$ cat src/rtl/rhp_pkg.sv
`timescale 1ns / 1ps
// Shared types and constants of the RTP header parser.
// No dependencies; used by every module of the block.
package rhp_pkg;

  localparam int unsigned MAX_DATAGRAM_BYTES_DEF = 65535;
  localparam int unsigned QUEUE_DEPTH = 2;

  localparam logic [6:0] FIXED_HDR   = 7'd12;
  localparam logic [2:0] EXT_HDR     = 3'd4;
  localparam logic [1:0] RTP_VERSION = 2'd2;

  typedef enum logic [2:0] {
    ST_OK       = 3'd0,
    ST_SHORT    = 3'd1,
    ST_VERSION  = 3'd2,
    ST_CSRC     = 3'd3,
    ST_EXT_HDR  = 3'd4,
    ST_EXT_DATA = 3'd5,
    ST_PADDING  = 3'd6
  } rhp_status_e;

  // One finished datagram as captured by the front end.
  typedef struct packed {
    logic [15:0] len;
    logic [7:0]  hdr0;
    logic [7:0]  hdr1;
    logic [15:0] seq;
    logic [31:0] stamp;
    logic [31:0] source;
    logic [15:0] ext_words;
    logic [31:0] arrival;
    logic [7:0]  pad;
  } rhp_rec_t;

endpackage

$ cat src/rtl/rhp_front.sv
`timescale 1ns / 1ps
// Front end: counts datagram bytes, captures header words and hands
// one record per datagram to the queue. Depends on rhp_pkg.
module rhp_front #(
  parameter int unsigned MAX_DATAGRAM_BYTES = rhp_pkg::MAX_DATAGRAM_BYTES_DEF
) (
  input  logic             clk_i,
  input  logic             rst_ni,
  input  logic             in_valid_i,
  output logic             in_ready_o,
  input  logic [7:0]       data_byte_i,
  input  logic             last_byte_i,
  input  logic [31:0]      arrival_time_i,
  input  logic             q_full_i,
  output logic             push_o,
  output rhp_pkg::rhp_rec_t rec_o
);

  logic [15:0] idx_q, idx_d;
  logic [7:0]  hdr0_q, hdr0_d, hdr1_q, hdr1_d;
  logic [15:0] seq_q, seq_d, ext_q, ext_d;
  logic [31:0] stamp_q, stamp_d, source_q, source_d, arrival_q, arrival_d;
  logic [15:0] ext_at;
  logic        accept;

  assign in_ready_o = !q_full_i;
  assign accept     = in_valid_i && in_ready_o;
  assign ext_at     = 16'(rhp_pkg::FIXED_HDR) + {10'd0, hdr0_q[3:0], 2'b00};

  always_comb begin
    idx_d     = idx_q;
    hdr0_d    = hdr0_q;
    hdr1_d    = hdr1_q;
    seq_d     = seq_q;
    stamp_d   = stamp_q;
    source_d  = source_q;
    ext_d     = ext_q;
    arrival_d = arrival_q;
    if (accept) begin
      if (idx_q == 16'd0) arrival_d = arrival_time_i;
      if (idx_q < 16'(MAX_DATAGRAM_BYTES)) begin
        if (idx_q == 16'd0)       hdr0_d   = data_byte_i;
        else if (idx_q == 16'd1)  hdr1_d   = data_byte_i;
        else if (idx_q < 16'd4)   seq_d    = {seq_q[7:0], data_byte_i};
        else if (idx_q < 16'd8)   stamp_d  = {stamp_q[23:0], data_byte_i};
        else if (idx_q < 16'd12)  source_d = {source_q[23:0], data_byte_i};
        else if (hdr0_q[4] && (idx_q == ext_at + 16'd2 || idx_q == ext_at + 16'd3))
          ext_d = {ext_q[7:0], data_byte_i};
        idx_d = idx_q + 16'd1;
      end
    end
  end

  assign push_o = accept && last_byte_i;

  always_comb begin
    rec_o.len       = idx_d;
    rec_o.hdr0      = hdr0_d;
    rec_o.hdr1      = hdr1_d;
    rec_o.seq       = seq_d;
    rec_o.stamp     = stamp_d;
    rec_o.source    = source_d;
    rec_o.ext_words = ext_d;
    rec_o.arrival   = arrival_d;
    rec_o.pad       = data_byte_i;
  end

  always_ff @(posedge clk_i or negedge rst_ni) begin
    if (!rst_ni) begin
      idx_q     <= '0;
      hdr0_q    <= '0;
      hdr1_q    <= '0;
      seq_q     <= '0;
      stamp_q   <= '0;
      source_q  <= '0;
      ext_q     <= '0;
      arrival_q <= '0;
    end else begin
      hdr0_q    <= hdr0_d;
      hdr1_q    <= hdr1_d;
      seq_q     <= seq_d;
      stamp_q   <= stamp_d;
      source_q  <= source_d;
      arrival_q <= arrival_d;
      // start a new datagram after the flagged byte
      if (push_o) begin
        idx_q <= '0;
        ext_q <= '0;
      end else begin
        idx_q <= idx_d;
        ext_q <= ext_d;
      end
    end
  end

endmodule

$ cat src/rtl/rhp_queue.sv
`timescale 1ns / 1ps
// Short record queue between front end and back end.
// Depends on rhp_pkg.
module rhp_queue (
  input  logic              clk_i,
  input  logic              rst_ni,
  input  logic              push_i,
  input  rhp_pkg::rhp_rec_t rec_i,
  output logic              full_o,
  input  logic              pop_i,
  output logic              valid_o,
  output rhp_pkg::rhp_rec_t rec_o
);

  localparam int unsigned PtrW = (rhp_pkg::QUEUE_DEPTH > 1) ? $clog2(rhp_pkg::QUEUE_DEPTH) : 1;
  localparam int unsigned CntW = $clog2(rhp_pkg::QUEUE_DEPTH + 1);

  rhp_pkg::rhp_rec_t mem_q [rhp_pkg::QUEUE_DEPTH];
  logic [PtrW-1:0] wr_q, rd_q;
  logic [CntW-1:0] cnt_q;
  logic            do_push, do_pop;

  assign full_o  = (cnt_q == CntW'(rhp_pkg::QUEUE_DEPTH));
  assign valid_o = (cnt_q != '0);
  assign rec_o   = mem_q[rd_q];
  assign do_push = push_i && !full_o;
  assign do_pop  = pop_i && valid_o;

  always_ff @(posedge clk_i) begin
    if (do_push) mem_q[wr_q] <= rec_i;
  end

  always_ff @(posedge clk_i or negedge rst_ni) begin
    if (!rst_ni) begin
      wr_q  <= '0;
      rd_q  <= '0;
      cnt_q <= '0;
    end else begin
      if (do_push) begin
        wr_q <= (wr_q == PtrW'(rhp_pkg::QUEUE_DEPTH - 1)) ? '0 : wr_q + PtrW'(1);
      end
      if (do_pop) begin
        rd_q <= (rd_q == PtrW'(rhp_pkg::QUEUE_DEPTH - 1)) ? '0 : rd_q + PtrW'(1);
      end
      cnt_q <= cnt_q + CntW'(do_push) - CntW'(do_pop);
    end
  end

endmodule

$ cat src/rtl/rhp_back.sv
`timescale 1ns / 1ps
// Back end: checks one queued record, works out status, payload offset
// and size, and holds the descriptor in an output register. Uses rhp_pkg.
module rhp_back (
  input  logic              clk_i,
  input  logic              rst_ni,
  input  logic              q_valid_i,
  input  rhp_pkg::rhp_rec_t rec_i,
  output logic              pop_o,
  output logic              out_valid_o,
  input  logic              out_ready_i,
  output logic [2:0]        status_o,
  output logic              marker_o,
  output logic [6:0]        rtp_pt_o,
  output logic [15:0]       seq_num_o,
  output logic [31:0]       media_timestamp_o,
  output logic [31:0]       source_id_o,
  output logic [15:0]       payload_start_o,
  output logic [15:0]       payload_length_o,
  output logic [31:0]       arrival_time_out_o
);

  rhp_pkg::rhp_status_e st;
  logic [17:0] len, off, csrc, ext_bytes, pad, size;
  logic        ok;

  always_comb begin
    len       = {2'b00, rec_i.len};
    csrc      = {12'd0, rec_i.hdr0[3:0], 2'b00};
    ext_bytes = {rec_i.ext_words, 2'b00};
    pad       = {10'd0, rec_i.pad};
    off       = 18'(rhp_pkg::FIXED_HDR);
    st        = rhp_pkg::ST_OK;
    if (len < off) begin
      st = rhp_pkg::ST_SHORT;
    end else if (rec_i.hdr0[7:6] != rhp_pkg::RTP_VERSION) begin
      st = rhp_pkg::ST_VERSION;
    end else if (len - off < csrc) begin
      st = rhp_pkg::ST_CSRC;
    end else begin
      off = off + csrc;
      if (rec_i.hdr0[4]) begin
        if (len - off < 18'(rhp_pkg::EXT_HDR)) begin
          st = rhp_pkg::ST_EXT_HDR;
        end else begin
          off = off + 18'(rhp_pkg::EXT_HDR);
          if (len - off < ext_bytes) st = rhp_pkg::ST_EXT_DATA;
          else off = off + ext_bytes;
        end
      end
      if (st == rhp_pkg::ST_OK && rec_i.hdr0[5]) begin
        if (pad == '0 || pad > len - off) st = rhp_pkg::ST_PADDING;
      end
    end
    if (!rec_i.hdr0[5]) pad = '0;
    size = len - off - pad;
    ok   = (st == rhp_pkg::ST_OK);
  end

  assign pop_o = q_valid_i && (!out_valid_o || out_ready_i);

  always_ff @(posedge clk_i or negedge rst_ni) begin
    if (!rst_ni) begin
      out_valid_o <= 1'b0;
    end else if (!out_valid_o || out_ready_i) begin
      out_valid_o <= q_valid_i;
    end
  end

  always_ff @(posedge clk_i) begin
    if (pop_o) begin
      status_o           <= st;
      marker_o           <= ok & rec_i.hdr1[7];
      rtp_pt_o           <= ok ? rec_i.hdr1[6:0] : '0;
      seq_num_o          <= ok ? rec_i.seq : '0;
      media_timestamp_o  <= ok ? rec_i.stamp : '0;
      source_id_o        <= ok ? rec_i.source : '0;
      payload_start_o    <= ok ? off[15:0] : '0;
      payload_length_o   <= ok ? size[15:0] : '0;
      arrival_time_out_o <= rec_i.arrival;
    end
  end

endmodule

$ cat src/rtl/rtp_header_parser_unit.sv
`timescale 1ns / 1ps
// Top level of the RTP header parser: front end, record queue, back end.
// Depends on rhp_pkg, rhp_front, rhp_queue and rhp_back.
//
//  channel   direction  handshake               payload
//  input     in         in_valid_i/in_ready_o   data_byte_i, last_byte_i, arrival_time_i
//  result    out        out_valid_o/out_ready_i status_o ... arrival_time_out_o
//
// One datagram byte is taken each cycle while the record queue has room;
// the front end only counts and captures, so bytes stream at full rate.
// After its flagged byte a descriptor is written into the record queue,
// then passes the back-end checks into the output register.
// Reset (rst_ni low) clears the byte counter, capture registers and queue.
// A stalled result side fills the two-entry queue; in_ready_o then drops
// until the back end frees an entry.
module rtp_header_parser_unit #(
  parameter int unsigned MAX_DATAGRAM_BYTES = rhp_pkg::MAX_DATAGRAM_BYTES_DEF
) (
  input  logic        clk_i,
  input  logic        rst_ni,
  input  logic        in_valid_i,
  output logic        in_ready_o,
  input  logic [7:0]  data_byte_i,
  input  logic        last_byte_i,
  input  logic [31:0] arrival_time_i,
  output logic        out_valid_o,
  input  logic        out_ready_i,
  output logic [2:0]  status_o,
  output logic        marker_o,
  output logic [6:0]  rtp_pt_o,
  output logic [15:0] seq_num_o,
  output logic [31:0] media_timestamp_o,
  output logic [31:0] source_id_o,
  output logic [15:0] payload_start_o,
  output logic [15:0] payload_length_o,
  output logic [31:0] arrival_time_out_o
);

  // records of finished datagrams, front to back
  rhp_pkg::rhp_rec_t push_rec, head_rec;
  logic              push, q_full, q_valid, pop;

  // Count and capture bytes; push a record on each flagged byte.
  rhp_front #(
    .MAX_DATAGRAM_BYTES(MAX_DATAGRAM_BYTES)
  ) u_front (
    .clk_i         (clk_i),
    .rst_ni        (rst_ni),
    .in_valid_i    (in_valid_i),
    .in_ready_o    (in_ready_o),
    .data_byte_i   (data_byte_i),
    .last_byte_i   (last_byte_i),
    .arrival_time_i(arrival_time_i),
    .q_full_i      (q_full),
    .push_o        (push),
    .rec_o         (push_rec)
  );

  // Hold records so either side can stall on its own.
  rhp_queue u_queue (
    .clk_i  (clk_i),
    .rst_ni (rst_ni),
    .push_i (push),
    .rec_i  (push_rec),
    .full_o (q_full),
    .pop_i  (pop),
    .valid_o(q_valid),
    .rec_o  (head_rec)
  );

  // Check the header and register the descriptor for transfer.
  rhp_back u_back (
    .clk_i             (clk_i),
    .rst_ni            (rst_ni),
    .q_valid_i         (q_valid),
    .rec_i             (head_rec),
    .pop_o             (pop),
    .out_valid_o       (out_valid_o),
    .out_ready_i       (out_ready_i),
    .status_o          (status_o),
    .marker_o          (marker_o),
    .rtp_pt_o          (rtp_pt_o),
    .seq_num_o         (seq_num_o),
    .media_timestamp_o (media_timestamp_o),
    .source_id_o       (source_id_o),
    .payload_start_o   (payload_start_o),
    .payload_length_o  (payload_length_o),
    .arrival_time_out_o(arrival_time_out_o)
  );

endmodule

$ cat config.mk
export PLATFORM = sky130hd
export DESIGN_NAME = rtp_header_parser_unit
export DESIGN_NICKNAME = d
export VERILOG_FILES = /design/src/rtl/rhp_pkg.sv /design/src/rtl/rhp_front.sv /design/src/rtl/rhp_queue.sv /design/src/rtl/rhp_back.sv /design/src/rtl/rtp_header_parser_unit.sv
export SDC_FILE = /design/constraint.sdc
export NUM_CORES = 1
export LEC_CHECK = 0
export ABC_CLOCK_PERIOD_IN_PS = 16700
export BUFFER_PORTS_ARGS = -buffer_cell sky130_fd_sc_hd__buf_2
export CAP_MARGIN = 5
export CELL_PAD_IN_SITES_DETAIL_PLACEMENT = 0
export CELL_PAD_IN_SITES_GLOBAL_PLACEMENT = 2
export CORE_MARGIN = 3
export CORE_UTILIZATION = 48
export DETAILED_ROUTE_END_ITERATION = 10
export PLACE_DENSITY = 0.87
export SETUP_SLACK_MARGIN = 0.4
export SYNTH_ARGS = -nofsm -noshare
export SYNTH_HDL_FRONTEND = slang
export SYNTH_SLANG_ARGS = --single-unit
$ cat constraint.sdc
create_clock -name clk_i -period 16.7 [get_ports clk_i]
set_input_delay 1.67 -clock clk_i [delete_from_list [all_inputs] [get_ports clk_i]]
set_output_delay 1.67 -clock clk_i [all_outputs]
set_load 0.01 [all_outputs]
==> flow_metrics.py <==
metrics = {
    "die": {
        "die_area_um2": 63120,
        "row_count": 89,
        "dieWidth_um": 251.2,
        "core_area_um2": 59240,
        "die_y_um": 251.2,
        "io_pins": 202,
        "initial_core_util_pct": 48.73,
    },
    "synth": {
        "synthSimpleGateAreaFrac_pct": 9.236,
        "synth.mux.area_fraction_pct": 11.87,
        "synth_top_family_by_area": "multiplexers",
        "synth.cell_area_um2": 28870,
        "ys_warn_count": 0,
        "synth_compound_area_share_pct": 4.399,
        "syn_inst": 1878,
        "synth_edf_count": 489,
        "yosys.area_share.adder_pct": 4.724,
        "ys_seq_elements": 654,
        "ys_seq_area_share_pct": 65.16,
        "synth_xor_area_share_pct": 2.167,
        "synth.avg_cell_area_um2": 15.37,
        "synth-async-reset-ratio_pct": 25.23,
        "ys.flop_type": "edfxtp_1",
        "synth_cell_types": 86,
    },
    "power_and_ir_drop": {
        "cellPowerDensity_nw_per_um2": 204.1,
        "power_switching_w": 0.002449,
        "p_clk_share_pct": 23.5,
        "p_comb_share_pct": 39.4,
        "vdd_ir_drop_max_mv": 0.1277,
        "p_sw_share_pct": 36.28,
        "p_int_w": 0.004301,
        "seqPwrFrac_pct": 37.0,
        "leakagePower_nw": 12.99,
    },
    "timing": {
        "finalMaxSlewViolations": 0,
        "period_minus_slack_ns": 11.11,
        "skew_ns": 0.02092,
        "period_share_pct": 66.52,
        "final_hold_viol_count": 0,
        "fmax_mhz": 90.02,
        "relSlewSlack_pct": 24.83,
        "rsz0062_at_grt": "false",
        "finalSetupTns_ns": 0,
        "tightest_slew_ns": 1.128,
        "setup_viol_count_final": 0,
    },
    "clocking": {
        "cts_tree": "done",
        "cts-root-buf": "clkbuf_16",
        "post_cts_buffers": 0,
        "path_clk_slew_ns": 0.06,
        "cts_resized": 0,
        "clock_latency_ns": 0.61,
        "clockBufferDepth": 3,
        "cts.sinks": 654,
        "postCtsHoldBufs": 0,
        "htreeDepth": 3,
        "cts_made_buffers": 69,
    },
    "global_routing": {
        "busiest_layer": "met2",
        "grt.overflow.total": 0,
        "grt_use_met1_pct": 27.68,
        "use_met3_pct": 5.525,
        "grt_util_met2_pct": 32.70,
        "grt_max_degree": 144,
        "antenna_found_initial": 4,
        "grt_pass1_vias": 16460,
        "grtUsageTotal_pct": 20.45,
        "grt_pass1_wl_um": 98430,
    },
    "route": {
        "routed_via_density": 5.453,
        "ant_nets": 0,
        "first_pass_iters": 5,
        "wl_per_cell_um": 21.93,
        "drtIter0Drc": 1165,
        "drc": 0,
        "drt-total-wl_um": 64110,
        "vias": 15940,
    },
    "worst_setup_path": {
        "cp-end-kind": "flip-flop",
        "crit_required_ns": 17.02,
        "cp_slowest_cell": "buf_4",
        "worstRegToRegCells": 38,
        "slowest_delay_ns": 0.90,
        "r2r_start": "u_queue.rd_q",
        "cp_max_fo": 60,
        "cp-startpoint": "u_queue.rd_q",
        "worst_setup_path_start_kind": "flip-flop",
        "arrival_ns": 11.43,
        "crit_top_cell": "ha_1",
        "criticalPathCategory": "reg -> reg",
    },
    "job": {
        "maxCapViolations": 0,
    },
    "hold_path": {
        "hold_path.class": "reg -> reg",
        "min_path_cells": 1,
        "hp-start": "u_queue.cnt_q[1]",
    },
    "place": {
        "io_buffers": 199,
        "gp_congestion": 0.8464,
        "dp_hpwl_um": 42280,
    },
    "finish": {
        "diodes": 0,
        "layout_common_cells": "edfxtp_1 (489), buf_2 (198), mux2_2 (193)",
        "layout_commonest_cell": "edfxtp_1",
        "final_util_pct": 55.81,
        "syn_to_final_growth_pct": 14.52,
        "fill_cells": 4772,
        "drive_above_1_share_pct": 30.64,
        "nNetsFinal": 2240,
    },
    "outcome": {
        "status": "finished clean",
    },
}
==> sequential cells by signal (all words and copies together) (netlist names), 7 cells and up <==
| signal | cells |
|---|---|
| u_back.seq_num_o | 16 |
| u_back.payload_length_o | 16 |
| u_front.idx_q | 16 |
| u_queue.mem_q | 336 |
| u_back.source_id_o | 32 |
| u_front.hdr0_q | 8 |
| u_front.stamp_q | 32 |
| u_back.media_timestamp_o | 32 |
| u_front.source_q | 32 |
| u_front.ext_q | 16 |
| u_back.payload_start_o | 14 |
| u_front.hdr1_q | 8 |
| u_front.seq_q | 16 |
| u_front.arrival_q | 32 |
| u_back.arrival_time_out_o | 32 |
| u_back.rtp_pt_o | 7 |
==> per-layer routing <==
metal / vias to the layer above / routed length, um
met5: - / 48
met1: 7994 / 28050
li1: 7475 / -
met4: 8 / 1757
met2: 354 / 30360
met3: 113 / 3896
==> worst max-delay path, delay by kind of cell (launching register included) <==
family | cells | cell delay [ns]
compound gates | 13 | 3.34
xor+xnor | 3 | 0.46
flops | 1 | 0.70
mux | 3 | 1.41
buf+inv | 3 | 1.47
fa+ha+maj | 5 | 1.44
simple gates | 11 | 1.85
==> synth_stat cells, drive strengths merged, types with 33 or more instances <==
cell type	n	area share, %
xnor2	49	1.5
mux2i	122	4.2
nor2	62	0.81
inv	74	0.96
dfrtp	165	14
mux2	195	7.6
nand2	45	0.59
o21ai	36	0.68
buf	41	0.98
a21oi	33	0.57
ha	89	3.9
nor2b	47	1.0
edfxtp	489	51
clkbuf	36	0.47
nor3	144	4.4
==> area by class of cell <==
| type | count | area, um^2 | area share [%] |
|---|---|---|---|
| well taps | 773 | 967.2 | 2.925 |
| multi-input cells | 1075 | 9417 | 28.48 |
| repair buffers | 221 | 1180 | 3.569 |
| clock inverters | 40 | 519.2 | 1.571 |
| clock buffers | 87 | 1884 | 5.699 |
| flip-flops and latches | 654 | 18820 | 56.91 |
| inverters | 74 | 277.8 | 0.8401 |
==> metrics by stage <==
stage | power, W | hold WS, ns | instances | setup slack (ns) | cell area (um^2)
6_report | 0.006749 | 0.5016 | 2924 | 5.592 | 33060
3_3_place_gp | 0.005148 | 0.4826 | 2797 | 5.858 | 30660
4_1_cts | 0.006813 | 0.5030 | 2924 | 5.603 | 33060
3_5_place_dp | 0.005198 | 0.4924 | 2797 | 5.652 | 30660
5_1_grt | 0.007169 | 0.5184 | 2924 | 4.757 | 33060
2_1_floorplan | 0.004481 | 0.4539 | 1880 | 5.874 | 28880
==> power by group through the flow <==
| stage | clock network (W) | registers (W) | logic, W |
|---|---|---|---|
| after floorplan | 0 | 0.00260 | 0.00188 |
| after global placement | 0 | 0.00252 | 0.00263 |
| after detailed placement | 0 | 0.00253 | 0.00267 |
| after CTS | 0.00163 | 0.00251 | 0.00268 |
| after global routing | 0.00169 | 0.00254 | 0.00294 |
| final | 0.00159 | 0.00250 | 0.00266 |
==> path summary, 6_finish.rpt <==
check	end	slack [ns]
max	u_back.source_id_o[27]	5.59
min	u_queue.cnt_q[1]	0.50
max reg2reg	u_back.source_id_o[27]	5.59
min reg2reg	u_queue.cnt_q[1]	0.50
max in group asynchronous	u_front.arrival_q[10]	13.96
min in group asynchronous	u_front.source_q[4]	1.16
==> cell families (layout without fill, tap and decap cells) <==
family,Yosys count,in the layout
flip-flops,654,654
AND/OR/NAND/NOR,408,408
multiplexers,317,317
AO/OA/AOI/OAI,174,174
buffers and inverters,151,422
adder cells (fa/ha/maj),103,103
XOR/XNOR,69,69
other,2,4
Note: power is estimated with default switching activity, not from simulation.
